===== src/sv/halfband_decimator_by_two_macros.svh =====
// Assertion macros for the halfband decimator; clock clk, reset rst_n.
`ifndef HALFBAND_DECIMATOR_BY_TWO_MACROS_SVH
`define HALFBAND_DECIMATOR_BY_TWO_MACROS_SVH

`ifndef SYNTH
`define HBD_ASSERT_SAME(label, ante, cons) \
  label: assert property (@(posedge clk) disable iff (!rst_n) (ante) |-> (cons)) \
    else $error("hbd assertion failed");
`define HBD_ASSERT_NEXT(label, ante, cons) \
  label: assert property (@(posedge clk) disable iff (!rst_n) (ante) |=> (cons)) \
    else $error("hbd assertion failed");
`else
`define HBD_ASSERT_SAME(label, ante, cons)
`define HBD_ASSERT_NEXT(label, ante, cons)
`endif

`endif


===== src/sv/hbd_pkg.sv =====
`default_nettype none

package hbd_pkg;

  localparam int EVEN_TAPS   = 16;
  localparam int ODD_DELAY   = 8;
  localparam int SAMPLE_BITS = 24;
  localparam int COEF_BITS   = 18;
  localparam int ACC_BITS    = 48;

  localparam int TAP_BITS   = $clog2(EVEN_TAPS);
  localparam int IDX_BITS   = 5;
  localparam int FUNC_BITS  = 2;
  localparam int PROD_BITS  = SAMPLE_BITS + COEF_BITS;
  localparam int RND_BITS   = ACC_BITS + 1;
  localparam int QUO_BITS   = RND_BITS - (COEF_BITS - 1);

  localparam int IN_SAMPLE_LSB = 0;
  localparam int IN_INDEX_LSB  = IN_SAMPLE_LSB + SAMPLE_BITS;
  localparam int IN_VALUE_LSB  = IN_INDEX_LSB + IDX_BITS;
  localparam int IN_USED_BITS  = IN_VALUE_LSB + COEF_BITS;
  localparam int IN_DATA_BITS  = ((IN_USED_BITS + 7) / 8) * 8;
  localparam int OUT_DATA_BITS = ((SAMPLE_BITS + 7) / 8) * 8;

  typedef enum logic [FUNC_BITS-1:0] {
    FUNC_SAMPLE = 2'd0,
    FUNC_COEF   = 2'd1,
    FUNC_CLEAR  = 2'd2
  } func_t;

  typedef enum logic [2:0] {
    ST_IDLE,
    ST_EVEN_MAC,
    ST_EVEN_LAST,
    ST_ODD_MUL,
    ST_ODD_ACC,
    ST_ODD_OUT
  } state_t;

  typedef struct packed {
    logic                latch;
    logic                coef_wr;
    logic                clear;
    logic                acc_clr;
    logic                mul_even;
    logic                mul_odd;
    logic                acc_add;
    logic                hist_shift;
    logic                result_ld;
    logic [TAP_BITS-1:0] tap;
  } hbd_cmd_t;

  typedef struct packed {
    logic out_free;
  } hbd_stat_t;

endpackage

`default_nettype wire


===== src/sv/hbd_ctrl.sv =====
`default_nettype none

`include "halfband_decimator_by_two_macros.svh"

module hbd_ctrl (
  input  wire logic                            clk,
  input  wire logic                            rst_n,
  input  wire logic                            in_valid,
  input  wire logic [hbd_pkg::FUNC_BITS-1:0]   in_func,
  output logic                                 in_ready,
  input  wire hbd_pkg::hbd_stat_t              stat,
  output hbd_pkg::hbd_cmd_t                    cmd
);

  localparam logic [hbd_pkg::TAP_BITS-1:0] TAP_LAST =
    hbd_pkg::TAP_BITS'(hbd_pkg::EVEN_TAPS - 1);

  hbd_pkg::state_t               state_r, state_nxt;
  logic [hbd_pkg::TAP_BITS-1:0]  tap_r, tap_nxt;
  logic                          phase_r, phase_nxt;
  logic                          accept;
  logic                          is_sample;

  assign accept    = in_valid && (state_r == hbd_pkg::ST_IDLE);
  assign is_sample = (in_func == hbd_pkg::FUNC_SAMPLE);

  always_comb begin
    state_nxt = state_r;
    tap_nxt   = tap_r;
    phase_nxt = phase_r;
    case (state_r)
      hbd_pkg::ST_IDLE: begin
        if (accept && (in_func == hbd_pkg::FUNC_CLEAR)) begin
          phase_nxt = 1'b0;
        end else if (accept && is_sample) begin
          if (phase_r) begin
            state_nxt = hbd_pkg::ST_ODD_MUL;
          end else begin
            state_nxt = hbd_pkg::ST_EVEN_MAC;
            tap_nxt   = '0;
          end
        end
      end
      hbd_pkg::ST_EVEN_MAC: begin
        tap_nxt = tap_r + 1'b1;
        if (tap_r == TAP_LAST) begin
          state_nxt = hbd_pkg::ST_EVEN_LAST;
        end
      end
      hbd_pkg::ST_EVEN_LAST: begin
        state_nxt = hbd_pkg::ST_IDLE;
        phase_nxt = 1'b1;
      end
      hbd_pkg::ST_ODD_MUL: begin
        state_nxt = hbd_pkg::ST_ODD_ACC;
      end
      hbd_pkg::ST_ODD_ACC: begin
        state_nxt = hbd_pkg::ST_ODD_OUT;
      end
      hbd_pkg::ST_ODD_OUT: begin
        if (stat.out_free) begin
          state_nxt = hbd_pkg::ST_IDLE;
          phase_nxt = 1'b0;
        end
      end
      default: begin
        state_nxt = hbd_pkg::ST_IDLE;
      end
    endcase
  end

  always_comb begin
    cmd          = '0;
    cmd.tap      = tap_r;
    in_ready     = (state_r == hbd_pkg::ST_IDLE);
    cmd.latch    = accept;
    cmd.coef_wr  = accept && (in_func == hbd_pkg::FUNC_COEF);
    cmd.clear    = accept && (in_func == hbd_pkg::FUNC_CLEAR);
    case (state_r)
      hbd_pkg::ST_IDLE: begin
        cmd.acc_clr = accept && is_sample && !phase_r;
      end
      hbd_pkg::ST_EVEN_MAC: begin
        cmd.mul_even = 1'b1;
        cmd.acc_add  = (tap_r != '0);
      end
      hbd_pkg::ST_EVEN_LAST: begin
        cmd.acc_add    = 1'b1;
        cmd.hist_shift = 1'b1;
      end
      hbd_pkg::ST_ODD_MUL: begin
        cmd.mul_odd = 1'b1;
      end
      hbd_pkg::ST_ODD_ACC: begin
        cmd.acc_add = 1'b1;
      end
      hbd_pkg::ST_ODD_OUT: begin
        cmd.result_ld = stat.out_free;
        cmd.acc_clr   = stat.out_free;
      end
      default: begin
        cmd.acc_clr = 1'b0;
      end
    endcase
  end

  always_ff @(posedge clk) begin
    if (!rst_n) begin
      state_r <= hbd_pkg::ST_IDLE;
      tap_r   <= '0;
      phase_r <= 1'b0;
    end else begin
      state_r <= state_nxt;
      tap_r   <= tap_nxt;
      phase_r <= phase_nxt;
    end
  end

  `HBD_ASSERT_NEXT(a_mac_ends, (state_r == hbd_pkg::ST_EVEN_MAC) && (tap_r == TAP_LAST), (state_r == hbd_pkg::ST_EVEN_LAST))
  `HBD_ASSERT_NEXT(a_even_sets_phase, state_r == hbd_pkg::ST_EVEN_LAST, phase_r)
  `HBD_ASSERT_SAME(a_odd_needs_phase, (state_r == hbd_pkg::ST_ODD_MUL) || (state_r == hbd_pkg::ST_ODD_ACC), phase_r)

endmodule

`default_nettype wire


===== src/sv/hbd_datapath.sv =====
`default_nettype none

module hbd_datapath (
  input  wire logic                                    clk,
  input  wire logic                                    rst_n,
  input  wire hbd_pkg::hbd_cmd_t                       cmd,
  input  wire logic signed [hbd_pkg::SAMPLE_BITS-1:0]  in_sample,
  input  wire logic [hbd_pkg::IDX_BITS-1:0]            in_coef_index,
  input  wire logic signed [hbd_pkg::COEF_BITS-1:0]    in_coef_value,
  output logic signed [hbd_pkg::SAMPLE_BITS-1:0]       res_sample,
  output logic                                         res_sat
);

  localparam int SB = hbd_pkg::SAMPLE_BITS;
  localparam int HIST_DEPTH = hbd_pkg::EVEN_TAPS - 1;
  localparam int SHIFT = hbd_pkg::COEF_BITS - 1;
  localparam int EXT_BITS = hbd_pkg::ACC_BITS - hbd_pkg::PROD_BITS;

  logic signed [SB-1:0]                      sample_r;
  logic signed [SB-1:0]                      even_hist_r [HIST_DEPTH];
  logic signed [SB-1:0]                      odd_dly_r   [hbd_pkg::ODD_DELAY];
  logic signed [hbd_pkg::COEF_BITS-1:0]      even_coef_r [hbd_pkg::EVEN_TAPS];
  logic signed [hbd_pkg::COEF_BITS-1:0]      center_coef_r;
  logic signed [hbd_pkg::PROD_BITS-1:0]      prod_r;
  logic [hbd_pkg::ACC_BITS-1:0]              acc_r;

  logic signed [SB-1:0]                      tap_data [hbd_pkg::EVEN_TAPS];
  logic signed [SB-1:0]                      mul_data;
  logic signed [hbd_pkg::COEF_BITS-1:0]      mul_coef;
  logic signed [hbd_pkg::RND_BITS-1:0]       rnd;
  logic signed [hbd_pkg::QUO_BITS-1:0]       quo;
  logic                                      fits;

  assign tap_data[0] = sample_r;
  for (genvar g = 1; g < hbd_pkg::EVEN_TAPS; g++) begin : g_tap
    assign tap_data[g] = even_hist_r[g-1];
  end

  always_comb begin
    if (cmd.mul_odd) begin
      mul_data = odd_dly_r[hbd_pkg::ODD_DELAY-1];
      mul_coef = center_coef_r;
    end else begin
      mul_data = tap_data[cmd.tap];
      mul_coef = even_coef_r[cmd.tap];
    end
  end

  always_ff @(posedge clk) begin
    if (cmd.latch) begin
      sample_r <= in_sample;
    end
    if (cmd.mul_even || cmd.mul_odd) begin
      prod_r <= mul_coef * mul_data;
    end
    if (cmd.coef_wr) begin
      if (in_coef_index < hbd_pkg::IDX_BITS'(hbd_pkg::EVEN_TAPS)) begin
        even_coef_r[in_coef_index[hbd_pkg::TAP_BITS-1:0]] <= in_coef_value;
      end else if (in_coef_index == hbd_pkg::IDX_BITS'(hbd_pkg::EVEN_TAPS)) begin
        center_coef_r <= in_coef_value;
      end
    end
  end

  always_ff @(posedge clk) begin
    if (!rst_n || cmd.clear) begin
      acc_r <= '0;
      for (int i = 0; i < HIST_DEPTH; i++) begin
        even_hist_r[i] <= '0;
      end
      for (int i = 0; i < hbd_pkg::ODD_DELAY; i++) begin
        odd_dly_r[i] <= '0;
      end
    end else begin
      if (cmd.acc_clr) begin
        acc_r <= '0;
      end else if (cmd.acc_add) begin
        acc_r <= acc_r + {{EXT_BITS{prod_r[hbd_pkg::PROD_BITS-1]}}, prod_r};
      end
      if (cmd.hist_shift) begin
        even_hist_r[0] <= sample_r;
        for (int i = 1; i < HIST_DEPTH; i++) begin
          even_hist_r[i] <= even_hist_r[i-1];
        end
      end
      if (cmd.mul_odd) begin
        odd_dly_r[0] <= sample_r;
        for (int i = 1; i < hbd_pkg::ODD_DELAY; i++) begin
          odd_dly_r[i] <= odd_dly_r[i-1];
        end
      end
    end
  end

  // round half up, then floor by the coefficient scale
  assign rnd  = $signed({acc_r[hbd_pkg::ACC_BITS-1], acc_r})
              + (hbd_pkg::RND_BITS'(1) << (SHIFT - 1));
  assign quo  = rnd[hbd_pkg::RND_BITS-1:SHIFT];
  assign fits = (quo[hbd_pkg::QUO_BITS-1:SB-1] == '0) || (quo[hbd_pkg::QUO_BITS-1:SB-1] == '1);

  always_comb begin
    res_sat = !fits;
    if (fits) begin
      res_sample = quo[SB-1:0];
    end else if (quo[hbd_pkg::QUO_BITS-1]) begin
      res_sample = {1'b1, {(SB-1){1'b0}}};
    end else begin
      res_sample = {1'b0, {(SB-1){1'b1}}};
    end
  end

endmodule

`default_nettype wire


===== src/sv/halfband_decimator_by_two.sv =====
// Channel | Dir | Ports              | Payload
// in      | in  | in_tvalid/tready   | tuser: func; tdata: sample, coef_index, coef_value
// out     | out | out_tvalid/tready  | tdata: out_sample; tuser: saturated
// Even sample: accept, 16 passes through the single shared multiply-accumulate,
//   then a drain/shift step. Odd sample: accept, multiply, accumulate, then an output
//   step that waits for the output register. Coefficient write, clear, unused code: accept only.
// Reset clears phase, accumulator and both histories at once; coefficients keep
//   no reset value and must be written before use.
// A full output register stalls only the final step of an odd sample.
`default_nettype none

`include "halfband_decimator_by_two_macros.svh"

module halfband_decimator_by_two (
  input  wire logic                                clk,
  input  wire logic                                rst_n,
  input  wire logic                                in_tvalid,
  output logic                                     in_tready,
  // [23:0] sample, [28:24] coef_index, [46:29] coef_value, [47] unused
  input  wire logic [hbd_pkg::IN_DATA_BITS-1:0]    in_tdata,
  // [1:0] func
  input  wire logic [hbd_pkg::FUNC_BITS-1:0]       in_tuser,
  output logic                                     out_tvalid,
  input  wire logic                                out_tready,
  // [23:0] out_sample
  output logic [hbd_pkg::OUT_DATA_BITS-1:0]        out_tdata,
  // [0] saturated
  output logic [0:0]                               out_tuser
);

  hbd_pkg::hbd_cmd_t                          cmd;
  hbd_pkg::hbd_stat_t                         stat;
  logic signed [hbd_pkg::SAMPLE_BITS-1:0]     res_sample;
  logic                                       res_sat;
  logic                                       out_valid_r, out_valid_nxt;
  logic signed [hbd_pkg::SAMPLE_BITS-1:0]     out_sample_r;
  logic                                       out_sat_r;

  assign stat.out_free = !out_valid_r || out_tready;

  hbd_ctrl u_ctrl (
    .clk      (clk),
    .rst_n    (rst_n),
    .in_valid (in_tvalid),
    .in_func  (in_tuser),
    .in_ready (in_tready),
    .stat     (stat),
    .cmd      (cmd)
  );

  hbd_datapath u_dp (
    .clk           (clk),
    .rst_n         (rst_n),
    .cmd           (cmd),
    .in_sample     (in_tdata[hbd_pkg::IN_INDEX_LSB-1:hbd_pkg::IN_SAMPLE_LSB]),
    .in_coef_index (in_tdata[hbd_pkg::IN_VALUE_LSB-1:hbd_pkg::IN_INDEX_LSB]),
    .in_coef_value (in_tdata[hbd_pkg::IN_USED_BITS-1:hbd_pkg::IN_VALUE_LSB]),
    .res_sample    (res_sample),
    .res_sat       (res_sat)
  );

  always_comb begin
    out_valid_nxt = out_valid_r;
    if (cmd.result_ld) begin
      out_valid_nxt = 1'b1;
    end else if (out_tready) begin
      out_valid_nxt = 1'b0;
    end
  end

  always_ff @(posedge clk) begin
    if (!rst_n) begin
      out_valid_r <= 1'b0;
    end else begin
      out_valid_r <= out_valid_nxt;
    end
  end

  always_ff @(posedge clk) begin
    if (cmd.result_ld) begin
      out_sample_r <= res_sample;
      out_sat_r    <= res_sat;
    end
  end

  assign out_tvalid = out_valid_r;
  assign out_tdata  = hbd_pkg::OUT_DATA_BITS'(out_sample_r);
  assign out_tuser  = out_sat_r;

  `HBD_ASSERT_SAME(a_load_into_free, cmd.result_ld, (!out_valid_r || out_tready))
  `HBD_ASSERT_SAME(a_busy_on_load, cmd.result_ld, !in_tready)
  `HBD_ASSERT_NEXT(a_load_shows, cmd.result_ld, out_tvalid)

endmodule

`default_nettype wire

===== config.mk =====
export PLATFORM = sky130hd
export DESIGN_NAME = halfband_decimator_by_two
export DESIGN_NICKNAME = d
export VERILOG_FILES = /design/src/sv/hbd_pkg.sv /design/src/sv/hbd_ctrl.sv /design/src/sv/hbd_datapath.sv /design/src/sv/halfband_decimator_by_two.sv
export VERILOG_INCLUDE_DIRS = /design/src /design/src/sv
export SDC_FILE = /design/constraint.sdc
export NUM_CORES = 2
export LEC_CHECK = 0
export ABC_AREA = 1
export BUFFER_PORTS_ARGS = -buffer_cell sky130_fd_sc_hd__buf_2
export CAP_MARGIN = 20
export CORE_UTILIZATION = 60
export DETAILED_ROUTE_END_ITERATION = 8
export HOLD_SLACK_MARGIN = 0.03
export PLACE_DENSITY = 0.79
export SYNTH_ARGS = -nofsm -noshare
export SYNTH_HDL_FRONTEND = slang
export SYNTH_HIERARCHICAL = 1
export SYNTH_SLANG_ARGS = --single-unit

===== constraint.sdc =====
create_clock -name clk -period 8.2 [get_ports clk]
set_input_delay 1.23 -clock clk [delete_from_list [all_inputs] [get_ports clk]]
set_output_delay 1.23 -clock clk [all_outputs]
set_load 0.03 [all_outputs]

==> flow_metrics.tcl <==
set metrics [dict create \
    place.gp.congestion 0.977 \
    timing.rr.end "u_dp/prod_r[25]" \
    period_minus_slack_ns 7.89 \
    min_period_over_period_pct 96.3 \
    core_um2 103000 \
    io_buffer_count 79 \
    rrSetupSlack_ns 0.31 \
    timing.rr.start "u_ctrl/tap_r[0]" \
    netlist_instances 6731 \
    layout-drive-gt1-share_pct 7.57 \
    fmax_ghz 0.127 \
    crit_type "reg2reg" \
    ant_nets 0 \
    htree_levels 3 \
    holdPathStages 2 \
    finalClockSkew_ns 0.0570 \
    arrival_ns 8.29 \
    start_util_pct 60.6 \
    syn_area_um2 62700 \
    holdCritPathClass "reg2reg" \
    die_h_um 325 \
    finalSetupViolCount 0 \
    clockRootBuffer "clkbuf_16" \
    worstRegToRegCells 33 \
    cts_tree "yes" \
    fin_tns_setup_ns 0 \
    holdPathEnd "u_ctrl/phase_r" \
    crit_family "adder cells" \
    rsz0062_at_grt "false" \
    num_vias 45800 \
    hpwlAfterDp_mm 114 \
    initialDrtViolationCount 4479 \
    synthFlopType "edfxtp_1" \
    ys_ff_latch 1006 \
    clock-sinks 1006 \
    pin_count 81 \
    grt_remaining_overflow 0 \
    hold_violations 0 \
    startpoint_type "flop" \
    seq_area_um2 29600 \
    cpPeakStageDelay_ns 0.56 \
    drcViolationCount 0 \
    synthToLayoutAreaGrowth_pct 8.63 \
    status "finished clean" \
    grt_pass1_vias 45900 \
    relSlewSlack_pct 24.5 \
    maxCapViolCount 0 \
    grt_use_met2_pct 52.0 \
    ys_async_sr_fraction_pct 0 \
    yosysUniqueCellTypes 52 \
    path_clk_slew_ns 0.07 \
    post_synth.cell_area_avg_um2 9.32 \
    syn-num-nets 7366 \
    grt_max_degree 155 \
    die-area_um2 106000 \
    slew_violations 0 \
    synth_edf_count 949 \
    critPathMaxFanout 73 \
    cts-buffers-inserted 99 \
    critPathSlowestCell "fa_1" \
    grt_pass1_wl_mm 250 \
    drtPass1Iterations 6 \
    cp_num_buf_inv 9 \
    cts_buffer_depth 3 \
    rows 118 \
    fillerInstances 8026 \
    multi_input_area_um2 26300 \
    busiest_layer "met2" \
    wl_per_cell_um 19.4 \
    antenna_found_initial 4 \
    ys_warn_count 6 \
    clock_latency_ns 0.70 \
    endpoint_kind "flop" \
    grt_use_total_pct 30.5 \
    tightest_slew_ns 1.13 \
    crit_path_frequent_cell "nand2_1" \
    min_from "u_ctrl/phase_r" \
    routed_wl_mm 160 \
    met1_usage_pct 38.5 \
    grtUsageMet3_pct 3.96 \
    die_x_um 325 \
    crit_required_ns 8.60 \
    fin_nets 7420 \
    post_drt_via_cell_ratio 5.55 \
    seq_area_frac_synth_pct 47.3 \
]
-- worst reg2reg max path: cells and delay by family, from the launching register on --
family          cells  cell delay (ns)
simple gates       10             1.16
compound gates      6             1.63
fa+ha+maj           8             3.01
flops               1             0.38
buf+inv             9             1.44
-- how the worst max path moves through the flow --
stage | start | endpoint | slack, ns | cells after the start
6_report | u_ctrl/tap_r[0] | u_dp/prod_r[25] | 0.31 | 33
5_1_grt | u_ctrl/tap_r[1] | u_dp/prod_r[37] | 0.006 | 29
4_1_cts | u_ctrl/tap_r[0] | u_dp/prod_r[38] | 0.27 | 29
3_5_place_dp | u_ctrl/tap_r[0] | u_dp/prod_r[38] | 0.38 | 29
3_3_place_gp | u_ctrl/tap_r[0] | u_dp/prod_r[38] | 0.56 | 29
2_1_floorplan | in_tuser[0] | u_dp/even_hist_r[0][0] | 1.28 | 6
-- repair_timing --
item	in CTS	in global routing
endpoints found under the hold margin	0	0
hold buffers	0	0
resized for setup	0	6
buffers inserted	0	0
setup endpoints to repair	0	9
-- synthesized netlist by cell type, types with 10 or more instances --
cell type,instances,share of area (%)
a21o_1,13,0.16
a21oi_1,290,2.3
a31oi_1,13,0.13
buf_2,59,0.47
buf_4,49,0.59
buf_6,31,0.56
clkbuf_1,131,0.78
dfxtp_1,57,1.8
edfxtp_1,949,45
fa_1,426,14
ha_1,155,3.1
inv_1,1385,8.3
inv_2,32,0.19
nand2_1,898,5.4
nand2_2,10,0.10
nand3_1,177,1.4
nand4_1,37,0.37
nor2_1,1176,7.0
nor2_2,10,0.10
nor3_1,31,0.25
o211ai_1,17,0.20
o21ai_0,449,3.6
o21ai_1,69,0.55
o21ai_2,26,0.36
o21bai_1,18,0.22
o221ai_1,58,0.81
o22ai_1,13,0.13
or2_2,18,0.18
xnor2_1,13,0.18
xor2_1,70,0.98
-- cells by family after synthesis --
group / after synthesis / share of synthesized area, %
xor+xnor: 83 / 1.16
flops: 1006 / 47.3
fa+ha+maj: 581 / 16.7
buf+inv: 1698 / 11.0
simple gates: 2373 / 15.1
compound gates: 990 / 8.85
-- layout make-up --
type	instances	area share [%]
well taps	1380	2.53
clock inverters	57	0.821
repair buffers	231	2.66
clock buffers	131	3.97
inverters	1420	7.86
diodes	3	0.0110
flip-flops and latches	1006	43.5
multi-input cells	4027	38.6
-- placed cells by master, fill, tap and decap left out, types with 13 or more instances in the layout --
master and instances:
a21o_1 13, dfxtp_1 54, inv_1 1382, clkinv_2 17, nor2_1 1166, inv_2 33, ha_1 155, buf_12 20
o221ai_1 58, clkbuf_16 103, buf_2 79, nand2_1 895, o211ai_1 17, nand3_1 176, o21ai_1 69, nand4_1 37
nor2_2 20, clkinv_1 21, xnor2_1 13, xor2_1 70, or2_2 17, edfxtp_1 949, o21ai_2 25, fa_1 426
o22ai_1 13, nor3_1 23, o21ai_0 449, buf_4 127, clkbuf_1 26, a31oi_1 13, o21bai_1 18, a21oi_1 290
-- stage by stage --
| step | cell area, um^2 | util [%] | cells | setup slack (ns) | hold WS [ns] |
|---|---|---|---|---|---|
| final | 68100 | 65.8 | 8255 | 0.305 | 0.520 |
| after global routing | 68100 | 65.8 | 8255 | 0.00648 | 0.529 |
| after CTS | 68100 | 65.8 | 8251 | 0.268 | 0.518 |
| after detailed placement | 64800 | 62.6 | 8063 | 0.379 | 0.490 |
| after global placement | 64800 | 62.6 | 8063 | 0.559 | 0.452 |
| after floorplan | 62700 | - | 6731 | 1.28 | 0.445 |
-- state kept, by name, summed over array words and instances (netlist names) --
signal / cells
out_tdata: 24
out_tuser: 1
out_tvalid: 1
u_ctrl/phase_r: 1
u_ctrl/state_r: 3
u_ctrl/tap_r: 4
u_dp/acc_r: 48
u_dp/center_coef_r: 18
u_dp/even_coef_r: 288
u_dp/even_hist_r: 360
u_dp/odd_dly_r: 192
u_dp/prod_r: 42
u_dp/sample_r: 24
-- per-layer routing --
metal  vias to the layer above  part of all wire (%)
met5                         -                     0
met1                     22100                    38
met3                       394                   7.3
li1                      21400                     -
met2                      1960                    49
met4                         0                   5.0
Power is left out: the tool's default activity adds up to more than one toggle a clock period on the data nets, which glitch-free logic cannot reach.
